$ cat config.mk
export PLATFORM = sky130hd
export DESIGN_NAME = scalar_kalman_filter_flat
export DESIGN_NICKNAME = d
export VERILOG_FILES = /design/src/rtl/core/skf_pkg.sv /design/src/rtl/core/skf_ifs.sv /design/src/rtl/core/skf_divider.sv /design/src/rtl/core/skf_mult.sv /design/src/rtl/core/scalar_kalman_filter.sv /design/src/flat_wrapper.sv
export SDC_FILE = /design/constraint.sdc
export NUM_CORES = 2
export LEC_CHECK = 0
export BUFFER_PORTS_ARGS = -buffer_cell sky130_fd_sc_hd__buf_4
export CORE_UTILIZATION = 60
export DETAILED_ROUTE_END_ITERATION = 16
export GPL_ROUTABILITY_DRIVEN = 0
export PLACE_DENSITY = 0.74
export SLEW_MARGIN = 20
export SYNTH_ARGS = -nofsm -noshare
export SYNTH_HDL_FRONTEND = slang
export SYNTH_SLANG_ARGS = --single-unit
$ cat constraint.sdc
create_clock -name clk -period 16.19 [get_ports clk]
set_input_delay 3.238 -clock clk [delete_from_list [all_inputs] [get_ports clk]]
set_output_delay 3.238 -clock clk [all_outputs]
set_load 0.02 [all_outputs]
$ cat src/rtl/core/skf_pkg.sv
// ----------------------------------------------------------------------------
// skf_pkg
// Shared constants, register indexes and types for the scalar Kalman filter.
// ----------------------------------------------------------------------------
package skf_pkg;

  // default fixed point and sample widths
  localparam int FRACTION_BITS = 16;
  localparam int SAMPLE_BITS   = 8;

  // fixed field and state widths
  localparam int REG_BITS       = 24;
  localparam int EST_BITS       = 24;
  localparam int COV_BITS       = 26;
  localparam int GAIN_BITS      = 17;
  localparam int CFG_INDEX_BITS = 2;

  // register indexes
  localparam logic [CFG_INDEX_BITS-1:0] REG_PROCESS_NOISE     = 2'd0;
  localparam logic [CFG_INDEX_BITS-1:0] REG_MEASUREMENT_NOISE = 2'd1;
  localparam logic [CFG_INDEX_BITS-1:0] REG_INITIAL_ESTIMATE  = 2'd2;

  // register reset values
  localparam logic [REG_BITS-1:0] PROCESS_NOISE_RESET     = 24'd6554;
  localparam logic [REG_BITS-1:0] MEASUREMENT_NOISE_RESET = 24'd327680;
  localparam logic [REG_BITS-1:0] INITIAL_ESTIMATE_RESET  = 24'd0;

  // largest estimate
  localparam logic [EST_BITS-1:0] EST_MAX = '1;

  // divider status seen by the sequencer
  typedef struct packed {
    logic busy;
    logic done;
  } div_status_t;

endpackage

$ cat src/rtl/core/skf_ifs.sv
// ----------------------------------------------------------------------------
// skf_ifs
// Valid/ready channels of the scalar Kalman filter: samples, results, config.
// ----------------------------------------------------------------------------

// sample channel
interface skf_sample_if #(
  parameter int SAMPLE_BITS = skf_pkg::SAMPLE_BITS
);
  logic                   valid;
  logic                   ready;
  logic [SAMPLE_BITS-1:0] sample;

  modport source (output valid, output sample, input ready);
  modport sink   (input valid, input sample, output ready);
endinterface

// result channel
interface skf_result_if;
  logic                             valid;
  logic                             ready;
  logic [skf_pkg::EST_BITS-1:0]     filtered_value;
  logic [skf_pkg::GAIN_BITS-1:0]    gain;

  modport source (output valid, output filtered_value, output gain, input ready);
  modport sink   (input valid, input filtered_value, input gain, output ready);
endinterface

// configuration write channel
interface skf_cfg_if;
  logic                                valid;
  logic                                ready;
  logic [skf_pkg::CFG_INDEX_BITS-1:0]  index;
  logic [skf_pkg::REG_BITS-1:0]        data;

  modport source (output valid, output index, output data, input ready);
  modport sink   (input valid, input index, input data, output ready);
endinterface

$ cat src/rtl/core/skf_divider.sv
// ----------------------------------------------------------------------------
// skf_divider
// Restoring serial divider for the gain: (num << FRACTION_BITS) / den,
// one quotient bit per cycle; done is raised together with the final quotient
// bit.
// ----------------------------------------------------------------------------
module skf_divider #(
  parameter int FRACTION_BITS = skf_pkg::FRACTION_BITS
) (
  input  logic                          clk,
  input  logic                          rst,
  input  logic                          start,
  input  logic [skf_pkg::COV_BITS-1:0]  num,
  input  logic [skf_pkg::COV_BITS:0]    den,
  output logic [FRACTION_BITS:0]        quot,
  output skf_pkg::div_status_t          stat
);

  localparam int QW   = FRACTION_BITS + 1;
  localparam int CB   = skf_pkg::COV_BITS;
  localparam int CNTW = $clog2(QW + 1);

  logic [CB:0]      rem;
  logic [CB:0]      dvs;
  logic             nbit;
  logic [CNTW-1:0]  cnt;
  logic             done;
  logic [CB+1:0]    trial;
  logic             fits;

  // shift in the next dividend bit and compare
  assign trial = {rem, nbit};
  assign fits  = trial >= {1'b0, dvs};

  assign stat.busy = cnt != '0;
  assign stat.done = done;

  // quotient bit iteration
  always_ff @(posedge clk) begin
    if (rst) begin
      cnt  <= '0;
      done <= 1'b0;
    end else if (start) begin
      rem  <= {2'b00, num[CB-1:1]};
      nbit <= num[0];
      dvs  <= den;
      quot <= '0;
      cnt  <= CNTW'(QW);
      done <= 1'b0;
    end else if (cnt != '0) begin
      // remainder stays below the divisor, so the low bits carry the difference
      if (fits) begin
        rem <= trial[CB:0] - dvs;
      end else begin
        rem <= trial[CB:0];
      end
      quot <= {quot[QW-2:0], fits};
      nbit <= 1'b0;
      cnt  <= cnt - 1'b1;
      done <= cnt == CNTW'(1);
    end else begin
      done <= 1'b0;
    end
  end

endmodule

$ cat src/rtl/core/skf_mult.sv
// ----------------------------------------------------------------------------
// skf_mult
// Shared unsigned multiplier with a registered product.
// ----------------------------------------------------------------------------
module skf_mult #(
  parameter int A_BITS = skf_pkg::FRACTION_BITS + 1,
  parameter int B_BITS = skf_pkg::COV_BITS
) (
  input  logic                      clk,
  input  logic [A_BITS-1:0]         a,
  input  logic [B_BITS-1:0]         b,
  output logic [A_BITS+B_BITS-1:0]  prod
);

  // one product per cycle
  always_ff @(posedge clk) begin
    prod <= (A_BITS + B_BITS)'(a) * (A_BITS + B_BITS)'(b);
  end

endmodule

$ cat src/rtl/core/scalar_kalman_filter.sv
// ----------------------------------------------------------------------------
// scalar_kalman_filter
// One-dimensional Kalman filter on integer sensor samples, fixed point.
// ----------------------------------------------------------------------------
// Each accepted sample steps through S_START, S_DIV, S_MUL_LO, S_MUL_HI,
// S_MUL_COV and S_UPDATE; S_DIV waits for the divider and S_UPDATE waits
// until the output register is free. The gain division runs one quotient bit
// per cycle in a serial divider, and one shared multiplier then forms the
// estimate correction in two halves and the covariance update. The block takes
// no sample while an update is in progress, but takes the next one while its
// result still waits in the output register. Any write to a known register
// reloads the estimate from initial_estimate and sets the covariance to 1.0;
// writes belong to idle periods only.
// ----------------------------------------------------------------------------
module scalar_kalman_filter #(
  parameter int FRACTION_BITS = skf_pkg::FRACTION_BITS,
  parameter int SAMPLE_BITS   = skf_pkg::SAMPLE_BITS
) (
  input  logic          clk,
  input  logic          rst,
  skf_sample_if.sink    samples,
  skf_result_if.source  results,
  skf_cfg_if.sink       cfg
);

  localparam int CB  = skf_pkg::COV_BITS;
  localparam int EB  = skf_pkg::EST_BITS;
  localparam int KW  = FRACTION_BITS + 1;
  localparam int DW  = SAMPLE_BITS + FRACTION_BITS;
  localparam int XW  = (DW > EB) ? DW : EB;
  localparam int DPW = 2 * CB;
  localparam int PW  = KW + CB;
  localparam int AW  = KW + DPW;
  localparam int CRW = AW - FRACTION_BITS;

  localparam logic [KW-1:0] ONE_K   = KW'(1) << FRACTION_BITS;
  localparam logic [CB-1:0] COV_ONE = CB'(1) << FRACTION_BITS;

  typedef enum logic [2:0] {
    S_IDLE,
    S_START,
    S_DIV,
    S_MUL_LO,
    S_MUL_HI,
    S_MUL_COV,
    S_UPDATE
  } state_t;

  state_t state;

  // configuration and filter state
  logic [skf_pkg::REG_BITS-1:0] q_noise;
  logic [skf_pkg::REG_BITS-1:0] r_noise;
  logic [skf_pkg::REG_BITS-1:0] init_est;
  logic [EB-1:0]                estimate;
  logic [CB-1:0]                cov;

  // per-sample working registers
  logic [XW-1:0]  z;
  logic [CB-1:0]  p;
  logic           den_zero;
  logic           up;
  logic [XW-1:0]  diff;
  logic [KW-1:0]  k;
  logic [AW-1:0]  acc;

  // output register
  logic                          out_valid;
  logic [EB-1:0]                 out_value;
  logic [skf_pkg::GAIN_BITS-1:0] out_gain;

  // datapath nets
  logic [CB:0]               p_sum;
  logic [CB-1:0]             p_sat;
  logic [CB:0]               denom;
  logic [XW-1:0]             x_ext;
  logic [DPW-1:0]            diff_pad;
  logic [KW-1:0]             mul_a;
  logic [CB-1:0]             mul_b;
  logic [PW-1:0]             prod;
  logic [FRACTION_BITS:0]    quot;
  skf_pkg::div_status_t      div_stat;
  logic                      div_start;
  logic [KW-1:0]             k_div;
  logic [CRW-1:0]            corr;
  logic [AW-1:0]             sum_up;
  logic [EB-1:0]             x_new;
  logic [CB-1:0]             cov_new;
  logic                      slot_free;
  logic                      cfg_hit;

  assign samples.ready = state == S_IDLE;
  assign cfg.ready     = 1'b1;

  assign results.valid          = out_valid;
  assign results.filtered_value = out_value;
  assign results.gain           = out_gain;

  // predicted covariance with saturation, and gain denominator
  assign p_sum = {1'b0, cov} + (CB + 1)'(q_noise);
  assign p_sat = p_sum[CB] ? '1 : p_sum[CB-1:0];
  assign denom = {1'b0, p} + (CB + 1)'(r_noise);

  assign x_ext    = XW'(estimate);
  assign diff_pad = DPW'(diff);

  assign div_start = state == S_START;

  // clamp the quotient to 1.0, zero gain for a zero denominator
  assign k_div = den_zero ? '0 : ((quot > ONE_K) ? ONE_K : quot);

  // shared multiplier operand select
  always_comb begin
    mul_a = ONE_K - k;
    mul_b = p;
    case (state)
      S_MUL_LO: begin
        mul_a = k;
        mul_b = diff_pad[CB-1:0];
      end
      S_MUL_HI: begin
        mul_a = k;
        mul_b = diff_pad[DPW-1:CB];
      end
      default: begin
      end
    endcase
  end

  // estimate and covariance update
  assign corr    = acc[AW-1:FRACTION_BITS];
  assign sum_up  = AW'(estimate) + AW'(corr);
  assign x_new   = up ? ((sum_up > AW'(skf_pkg::EST_MAX)) ? skf_pkg::EST_MAX : sum_up[EB-1:0])
                      : (estimate - corr[EB-1:0]);
  assign cov_new = prod[FRACTION_BITS +: CB];

  assign slot_free = !out_valid || results.ready;

  // known register index
  assign cfg_hit = cfg.valid && (cfg.index == skf_pkg::REG_PROCESS_NOISE ||
                                 cfg.index == skf_pkg::REG_MEASUREMENT_NOISE ||
                                 cfg.index == skf_pkg::REG_INITIAL_ESTIMATE);

  skf_divider #(
    .FRACTION_BITS (FRACTION_BITS)
  ) u_div (
    .clk   (clk),
    .rst   (rst),
    .start (div_start),
    .num   (p),
    .den   (denom),
    .quot  (quot),
    .stat  (div_stat)
  );

  skf_mult #(
    .A_BITS (KW),
    .B_BITS (CB)
  ) u_mult (
    .clk  (clk),
    .a    (mul_a),
    .b    (mul_b),
    .prod (prod)
  );

  // sequencer, filter state and output register
  always_ff @(posedge clk) begin
    if (rst) begin
      state     <= S_IDLE;
      out_valid <= 1'b0;
      q_noise   <= skf_pkg::PROCESS_NOISE_RESET;
      r_noise   <= skf_pkg::MEASUREMENT_NOISE_RESET;
      init_est  <= skf_pkg::INITIAL_ESTIMATE_RESET;
      estimate  <= EB'(skf_pkg::INITIAL_ESTIMATE_RESET);
      cov       <= COV_ONE;
    end else begin
      if (results.ready) begin
        out_valid <= 1'b0;
      end

      case (state)
        S_IDLE: begin
          if (samples.valid) begin
            z     <= XW'(samples.sample) << FRACTION_BITS;
            p     <= p_sat;
            state <= S_START;
          end
        end
        S_START: begin
          den_zero <= denom == '0;
          up       <= z >= x_ext;
          diff     <= (z >= x_ext) ? (z - x_ext) : (x_ext - z);
          state    <= S_DIV;
        end
        S_DIV: begin
          if (div_stat.done) begin
            k     <= k_div;
            state <= S_MUL_LO;
          end
        end
        S_MUL_LO: begin
          state <= S_MUL_HI;
        end
        S_MUL_HI: begin
          acc   <= AW'(prod);
          state <= S_MUL_COV;
        end
        S_MUL_COV: begin
          acc   <= acc + {prod, CB'(0)};
          state <= S_UPDATE;
        end
        S_UPDATE: begin
          if (slot_free) begin
            estimate  <= x_new;
            cov       <= cov_new;
            out_value <= x_new;
            out_gain  <= skf_pkg::GAIN_BITS'(k);
            out_valid <= 1'b1;
            state     <= S_IDLE;
          end
        end
        default: begin
          state <= S_IDLE;
        end
      endcase

      // register write and filter reload
      if (cfg_hit) begin
        case (cfg.index)
          skf_pkg::REG_PROCESS_NOISE: begin
            q_noise  <= cfg.data;
            estimate <= EB'(init_est);
          end
          skf_pkg::REG_MEASUREMENT_NOISE: begin
            r_noise  <= cfg.data;
            estimate <= EB'(init_est);
          end
          default: begin
            init_est <= cfg.data;
            estimate <= EB'(cfg.data);
          end
        endcase
        cov <= COV_ONE;
      end
    end
  end

  // divider completes only while the sequencer waits on it
  a_div_done_in_div: assert property (@(posedge clk) disable iff (rst)
    div_stat.done |-> state == S_DIV)
    else $error("divider done outside of divide state");

  // divider is free when a new division starts
  a_div_free_at_start: assert property (@(posedge clk) disable iff (rst)
    state == S_START |-> !div_stat.busy)
    else $error("divider busy at start");

  // a new result comes only from the update step
  a_result_from_update: assert property (@(posedge clk) disable iff (rst)
    $rose(out_valid) |-> $past(state == S_UPDATE))
    else $error("result without update");

  // gain never exceeds 1.0
  a_gain_range: assert property (@(posedge clk) disable iff (rst)
    state == S_UPDATE |-> k <= ONE_K)
    else $error("gain above one");

endmodule

$ cat src/flat_wrapper.sv
// flat-port wrapper written by rule: the top's interface ports become plain ports
module scalar_kalman_filter_flat 
#(
  parameter int FRACTION_BITS = skf_pkg::FRACTION_BITS,
  parameter int SAMPLE_BITS   = skf_pkg::SAMPLE_BITS
)
  (clk, rst, samples_valid, samples_sample, samples_ready, results_valid, results_filtered_value, results_gain, results_ready, cfg_valid, cfg_index, cfg_data, cfg_ready);
  skf_sample_if #(.SAMPLE_BITS(SAMPLE_BITS)) samples_i ();
  skf_result_if results_i ();
  skf_cfg_if cfg_i ();
  input  logic clk;
  input  logic rst;
  input wire logic [$bits(samples_i.valid)-1:0] samples_valid;
  input wire logic [$bits(samples_i.sample)-1:0] samples_sample;
  output wire logic [$bits(samples_i.ready)-1:0] samples_ready;
  output wire logic [$bits(results_i.valid)-1:0] results_valid;
  output wire logic [$bits(results_i.filtered_value)-1:0] results_filtered_value;
  output wire logic [$bits(results_i.gain)-1:0] results_gain;
  input wire logic [$bits(results_i.ready)-1:0] results_ready;
  input wire logic [$bits(cfg_i.valid)-1:0] cfg_valid;
  input wire logic [$bits(cfg_i.index)-1:0] cfg_index;
  input wire logic [$bits(cfg_i.data)-1:0] cfg_data;
  output wire logic [$bits(cfg_i.ready)-1:0] cfg_ready;
  assign samples_i.valid = samples_valid;
  assign samples_i.sample = samples_sample;
  assign samples_ready = samples_i.ready;
  assign results_valid = results_i.valid;
  assign results_filtered_value = results_i.filtered_value;
  assign results_gain = results_i.gain;
  assign results_i.ready = results_ready;
  assign cfg_i.valid = cfg_valid;
  assign cfg_i.index = cfg_index;
  assign cfg_i.data = cfg_data;
  assign cfg_ready = cfg_i.ready;
  scalar_kalman_filter #(.FRACTION_BITS(FRACTION_BITS), .SAMPLE_BITS(SAMPLE_BITS)) u_core (.clk(clk), .rst(rst), .samples(samples_i), .results(results_i), .cfg(cfg_i));
endmodule
# After elaboration in Yosys (flattened, before gate mapping)
# Cells that the tools add are included.
# Widths: inputs -> output; s select.
[op_classes] n_reduce_logical=30 n_mul=1 magnitude_cmp=4 bitwise_logic=2 n_mux=26 n_shift=0 add_sub_neg=10 div_mod_pow=0 eq_ne=12
[ops] op="$mux 24" n=7
[ops] op="$pmux 69 s2" n=1
[ops] op="$sub 24x24->24" n=3
[ops] op="$add 69x69->69" n=1
[ops] op="$gt 69x24->1 const B" n=1
[ops] op="$add 24x53->54" n=1
[ops] op="$add 26x24->27" n=2
[ops] op="$mux 27" n=2
[ops] op="$pmux 26 s2" n=1
[ops] op="$mux 17" n=3
[ops] op="$mul 17x26->43" n=1
[ops] op="$ge 28x27->1" n=1
[ops] op="$logic_not 27->1" n=1
[ops] op="$sub 27x27->27" n=1
[ops] op="$mux 25" n=1
[ops] op="$ge 24x24->1" n=1
[ops] op="$pmux 3 s7" n=1
[ops] op="$gt 17x17->1 const B" n=1
[ops] op="$sub 17x17->17 const A" n=1
[ops] op="$reduce_and 2->1" n=7
[ops] op="$reduce_and 3->1" n=4
[ops] op="$mux 5" n=2
[ops] op="$reduce_or 2->1" n=5
[ops] op="$eq 3x3->1 const B" n=3
[ops] op="19 further kinds" n=33
[totals] out_inout_bits=44 register_bits=434 in_bits=39 romBits=0 mem_count=0 latch_bits=0 mem_bits_rw=0 word_cells=111

# Logic depth before layout (Yosys ltp)
[logic_depth] depth_word=7 depth_mapped=34 mapped_depth_nobuf=33

# By module
# From an unflattened synthesis, not the netlist that was laid out.
[hier_totals] cells_unflattened=4478 area_unflattened_um2=39771.9
[by_module_without_submodules] module="scalar_kalman_filter" cells_each=2300 area_per_inst_um2=19985.4 n_inst=1 seq_area_each_um2=7657.3
[by_module_without_submodules] module="skf_mult" cells_each=1742 area_per_inst_um2=15268.4 n_inst=1 seq_area_each_um2=860.8
[by_module_without_submodules] module="skf_divider" cells_each=436 area_per_inst_um2=4518.1 n_inst=1 seq_area_each_um2=2282.2

# Worst setup path before layout
# No wires, ideal clock.
[synth_timing] kind="register to register" start="register u_core.state[0]" end="register u_core.u_mult.prod[41]" period_less_slack_ns=8.003 stages_incl_launch_ff=35 setup_slack_ns=8.187 t_arrival_ns=7.931 required_time_ns=16.118 setup_ns=0.072 cell_sequence="dfxtp_1 clkbuf_1 nand3b_1 clkbuf_1 nor2b_1 clkbuf_1 o21ai_0 xnor2_1 clkbuf_1 nand2_1 fa_1 inv_1 fa_1 inv_1 fa_1 inv_1 fa_1 fa_1 inv_1 fa_1 inv_1 ha_1 a21o_1 a21oi_1 o21ai_0 a21oi_1 o2111a_1 nor3_1 nor3_1 nor3_1 a221o_1 a21o_1 a21o_1 a21oi_1 xnor2_1"
[synth_between] elab_chain_len=4
[synth_rtl] item="start: declaration" line="scalar_kalman_filter.sv:49" source="state_t state;"
[synth_rtl] item="start signal: assignment" line="scalar_kalman_filter.sv:169" source="state <= S_IDLE;"
[synth_rtl] item="start signal: assignment" line="scalar_kalman_filter.sv:186" source="state <= S_START;"
[synth_rtl] item="start signal: assignment" line="scalar_kalman_filter.sv:193" source="state <= S_DIV;"
[synth_rtl] item="$eq 3x2->1 / $eq 3x3->1 (equally long branches)" line="scalar_kalman_filter.sv:116" source="case (state)"
[synth_rtl] item="$reduce_or 2->1 (no line)"
[synth_rtl] item="$mux 17" line="scalar_kalman_filter.sv:116"
[synth_rtl] item="$mul 17x26->43 *" line="skf_mult.sv:17" source="prod <= (A_BITS + B_BITS)'(a) * (A_BITS + B_BITS)'(b);"
[synth_rtl] item="end signal: assignment" line="skf_mult.sv:17"
[synth_rtl] item="end: declaration" line="skf_mult.sv:12" source="output logic [A_BITS+B_BITS-1:0] prod"
# Every way passes the cells marked *; elsewhere a longest branch is shown, timed or not.
# A chain may end at the register's enable or synchronous reset.

# Worst setup path after layout
[layout_timing] start="register u_core.state[2]" end="register u_core.u_mult.prod[41]"
# Same word-level chain as after synthesis.

==> results by group <==
Run status
  – Status: finished, final reports clean

Clock network
  – Max clock buf depth: 3
  – Level count of the clock H-tree: 2
  – Number of clock sinks: 418
  – Post-CTS Setup Inserts: 0
  – Hold-fix buffers at CTS: 0
  – Gates resized, CTS repair: 0
  – Insertion delay of the later-clocked pin in the worst-skew pair: 0.60 ns
  – CTS tree: yes
  – Clk pin slew, worst setup/hold paths: 0.06 ns
  – Library cell used as clock root buffer: sky130_fd_sc_hd__clkbuf_16
  – Num CTS Buffers: 46

Timing
  – Max Slew Vio Count: 0
  – Total setup violations reported at the end of the flow: 0
  – Final hold violation count: 0
  – Slew at the pin closest to its max-slew limit: 1.20 ns
  – Headroom to the max-slew limit: 19.4%
  – Unrepaired setup endpoints after global routing: no
  – Clock period minus worst slack: 9.61 ns
  – Post-route clock period utilization: 59.4%
  – FMAX: 0.104 GHz
  – Clock tree skew after final layout: 0.0251 ns
  – Setup TNS: 0 ns

Drt
  – Post-route antenna net violation count: 0
  – Final routed wire length divided by cell count: 20.8 um
  – Routed vias: 31,800
  – Routed wire length: 110 mm
  – Detail-routed via count per cell: 6.00
  – Initial DRT Pass Iterations: 6
  – DRT iter0 DRCs: 2,983
  – Number of DRC violations after detailed routing: 0

Logic synthesis
  – Synthesized instance count: 4,388
  – Share of synthesized area occupied by flip-flops and latches: 27.6%
  – Main synth FF type: sky130_fd_sc_hd__edfxtp_1
  – Number of synthesized register bits: 418
  – Fraction of registers with async set/reset: 0%
  – EDFF count, synth: 243
  – Synthesized cell area: 39,200 um2
  – Net count after synthesis: 5,093
  – Count of warnings emitted by yosys: 0
  – Number of distinct library cell variants in the gate-level netlist after synthesis: 93
  – Synth Area per Inst: 8.93 um2

Worst hold path
  – Worst min-delay path class: reg2reg

Worst setup path
  – Startpoint-to-endpoint class of the critical path: reg2reg
  – Arrival @ worst endpoint: 10.14 ns
  – Biggest cell delay along the critical path: 0.85 ns
  – Max FO, Critical Path: 27
  – CP Capture Type: flop
  – Startpoint type of the worst setup path: flop
  – Cell repeated most along the worst path: sky130_fd_sc_hd__fa_1
  – Data required time of the critical path: 16.72 ns
  – Cell at the slowest stage of the critical path: sky130_fd_sc_hd__nor2b_1

Pwr
  – Leakage power: 19.4 nW
  – Total design power: 9.04 mW
  – Worst ir drop on vdd: 0.255 mV
  – Power per unit of standard cell area: 213 nW/um2

Placement
  – Count of buffers from port buffering: 81
  – HPWL reported at the end of detailed placement: 84.4 mm

Die
  – Die Wd: 258 um
  – Number of standard-cell rows in the floorplan: 93
  – Top-Level Pins: 83
  – Starting density of the core: 60.8%
  – Floorplan core area: 64,500 um2
  – Die Area: 66,300 um2
  – Vert. Die Dim: 258 um

GRT
  – Total track usage: 33.5%
  – Largest net degree at the start of global routing: 71
  – Number of antenna violations at the first check in global routing: 6
  – Global-route wire length before repair: 173 mm
  – Total congestion overflow after global routing: 0
  – Number of global-route vias before repair: 30,700

Job
  – Maxcap violations: 0

Layout
  – Synth-to-Final Area Change: 8.41%
  – Final #Nets: 5,111
  – Ratio of cells with drive above 1 in the final layout: 6.59%
-- area by class of cell --
cell class / instances / area [um2]
inverters: 588 / 2210
multi-input cells: 3211 / 25600
flip-flops and latches: 418 / 10800
fillers: 5360 / 22000
well taps: 855 / 1070
diodes: 4 / 10.0
repair buffers: 141 / 1080
clock inverters: 27 / 330
clock buffers: 59 / 1320
-- synth_stat cells, types with 7 or more instances --
master	instances	area, um2
sky130_fd_sc_hd__nand2_1	653	2450
sky130_fd_sc_hd__fa_1	366	7330
sky130_fd_sc_hd__edfxtp_1	243	7300
sky130_fd_sc_hd__nor2b_1	35	219
sky130_fd_sc_hd__nand3b_1	20	150
sky130_fd_sc_hd__a221oi_1	9	78.8
sky130_fd_sc_hd__o31ai_1	15	113
sky130_fd_sc_hd__mux2i_1	81	811
sky130_fd_sc_hd__o211ai_1	8	60.1
sky130_fd_sc_hd__a221o_1	18	180
sky130_fd_sc_hd__buf_1	7	26.3
sky130_fd_sc_hd__o21bai_1	24	180
sky130_fd_sc_hd__mux2_2	7	78.8
sky130_fd_sc_hd__a211oi_1	27	203
sky130_fd_sc_hd__and3_1	20	125
sky130_fd_sc_hd__o41ai_1	8	70.1
sky130_fd_sc_hd__inv_1	585	2200
sky130_fd_sc_hd__o21a_1	37	278
sky130_fd_sc_hd__a31oi_1	19	119
sky130_fd_sc_hd__nor2_1	334	1250
sky130_fd_sc_hd__and2_1	89	557
sky130_fd_sc_hd__nand2b_1	45	282
sky130_fd_sc_hd__or4_1	10	75.1
sky130_fd_sc_hd__a21oi_1	285	1430
sky130_fd_sc_hd__or2_2	25	156
sky130_fd_sc_hd__a21o_1	77	578
sky130_fd_sc_hd__o22ai_1	12	75.1
sky130_fd_sc_hd__clkbuf_1	148	556
sky130_fd_sc_hd__nand4_1	30	188
sky130_fd_sc_hd__o31a_1	10	87.6
sky130_fd_sc_hd__nor4_1	36	225
sky130_fd_sc_hd__nand3_1	57	285
sky130_fd_sc_hd__xnor2_1	121	1060
sky130_fd_sc_hd__dfxtp_1	175	3500
sky130_fd_sc_hd__ha_1	300	3750
sky130_fd_sc_hd__buf_2	12	60.1
sky130_fd_sc_hd__a211o_1	8	70.1
sky130_fd_sc_hd__o32ai_1	8	70.1
sky130_fd_sc_hd__nor3b_1	11	82.6
sky130_fd_sc_hd__or3_1	18	113
sky130_fd_sc_hd__nor3_1	80	400
sky130_fd_sc_hd__xor2_1	73	639
sky130_fd_sc_hd__o21ai_0	129	646
-- state kept, by name, indices dropped and copies added (netlist names), 3 cells and up --
name                           flops
u_core.u_mult.prod                43
u_core.u_div.quot                 17
u_core.p                          26
u_core.init_est                   24
u_core.estimate                   24
u_core.acc                        53
u_core.u_div.rem                  27
u_core.diff                       24
u_core.results.filtered_value     24
u_core.state                       3
u_core.k                          17
u_core.u_div.dvs                  27
u_core.z                           8
u_core.r_noise                    24
u_core.q_noise                    24
u_core.cov                        26
u_core.results.gain               17
u_core.u_div.cnt                   5
-- worst max-delay path, delay by kind of cell (launching register included) --
kind / cells / cell delay (ns)
xor+xnor: 2 / 0.37
fa+ha+maj: 7 / 3.48
simple gates: 6 / 1.58
compound gates: 10 / 2.32
flops: 1 / 0.67
buf+inv: 7 / 1.04
-- cells by family after synthesis --
kind of cell / after synthesis / share of synthesized area (%)
AO/OA/AOI/OAI: 773 / 12.8
XOR/XNOR: 194 / 4.34
other: 1 / 0.00957
AND/OR/NAND/NOR: 1488 / 17.3
adder cells (fa/ha/maj): 666 / 28.3
flip-flops: 418 / 27.6
multiplexers: 89 / 2.30
buffers and inverters: 759 / 7.37
-- path summary, 6_finish.rpt --
path | start | to | slack, ns | depth (start not counted)
setup / recovery | u_core.state[2]$_SDFFE_PP0P_ | u_core.u_mult.prod[41]$_DFF_P_ | 6.58 | 32
hold / removal | u_core.init_est[11]$_SDFFE_PP0P_ | u_core.init_est[11]$_SDFFE_PP0P_ | 0.45 | 2
setup reg to reg | u_core.state[2]$_SDFFE_PP0P_ | u_core.u_mult.prod[41]$_DFF_P_ | 6.58 | 32
hold reg to reg | u_core.init_est[11]$_SDFFE_PP0P_ | u_core.init_est[11]$_SDFFE_PP0P_ | 0.45 | 2
-- metal layers --
| layer | wire length (um) | up-vias | GRT usage [%] |
|---|---|---|---|
| li1 | - | 14700 | - |
| met3 | 11000 | 253 | 7.05 |
| met1 | 46700 | 15400 | 47.5 |
| met5 | 23 | - | 0 |
| met4 | 5110 | 4 | 15.2 |
| met2 | 47400 | 1518 | 49.3 |
-- through the flow --
stage / util [%] / cell area (um2) / hold slack (ns) / setup WS (ns) / cells
4_1_cts: 65.8 / 42400 / 0.455 / 6.74 / 5299
5_1_grt: 65.9 / 42500 / 0.471 / 6.08 / 5299
2_1_floorplan: - / 39200 / 0.424 / 8.19 / 4388
6_report: 65.9 / 42500 / 0.455 / 6.58 / 5303
3_3_place_gp: 63.2 / 40800 / 0.440 / 6.90 / 5212
3_5_place_dp: 63.3 / 40800 / 0.446 / 6.83 / 5213
-- cells in the final DEF (no fill, tap or decap), types with 89 or more instances in the layout --
cell type	Yosys	routed
sky130_fd_sc_hd__nand2_1	653	652
sky130_fd_sc_hd__inv_1	585	585
sky130_fd_sc_hd__fa_1	366	366
sky130_fd_sc_hd__nor2_1	334	331
sky130_fd_sc_hd__ha_1	300	300
sky130_fd_sc_hd__a21oi_1	285	285
sky130_fd_sc_hd__edfxtp_1	243	243
sky130_fd_sc_hd__dfxtp_1	175	175
sky130_fd_sc_hd__buf_4	2	140
sky130_fd_sc_hd__o21ai_0	129	128
sky130_fd_sc_hd__xnor2_1	121	116
sky130_fd_sc_hd__and2_1	89	89
-- power by group --
group          switching [mW]  leakage, nW  internal (mW)
sequential              0.209         3.67           1.40
combinational            3.66         15.0           2.62
clock                   0.474        0.804          0.678
No activity file was read; power rests on OpenSTA's default activity.
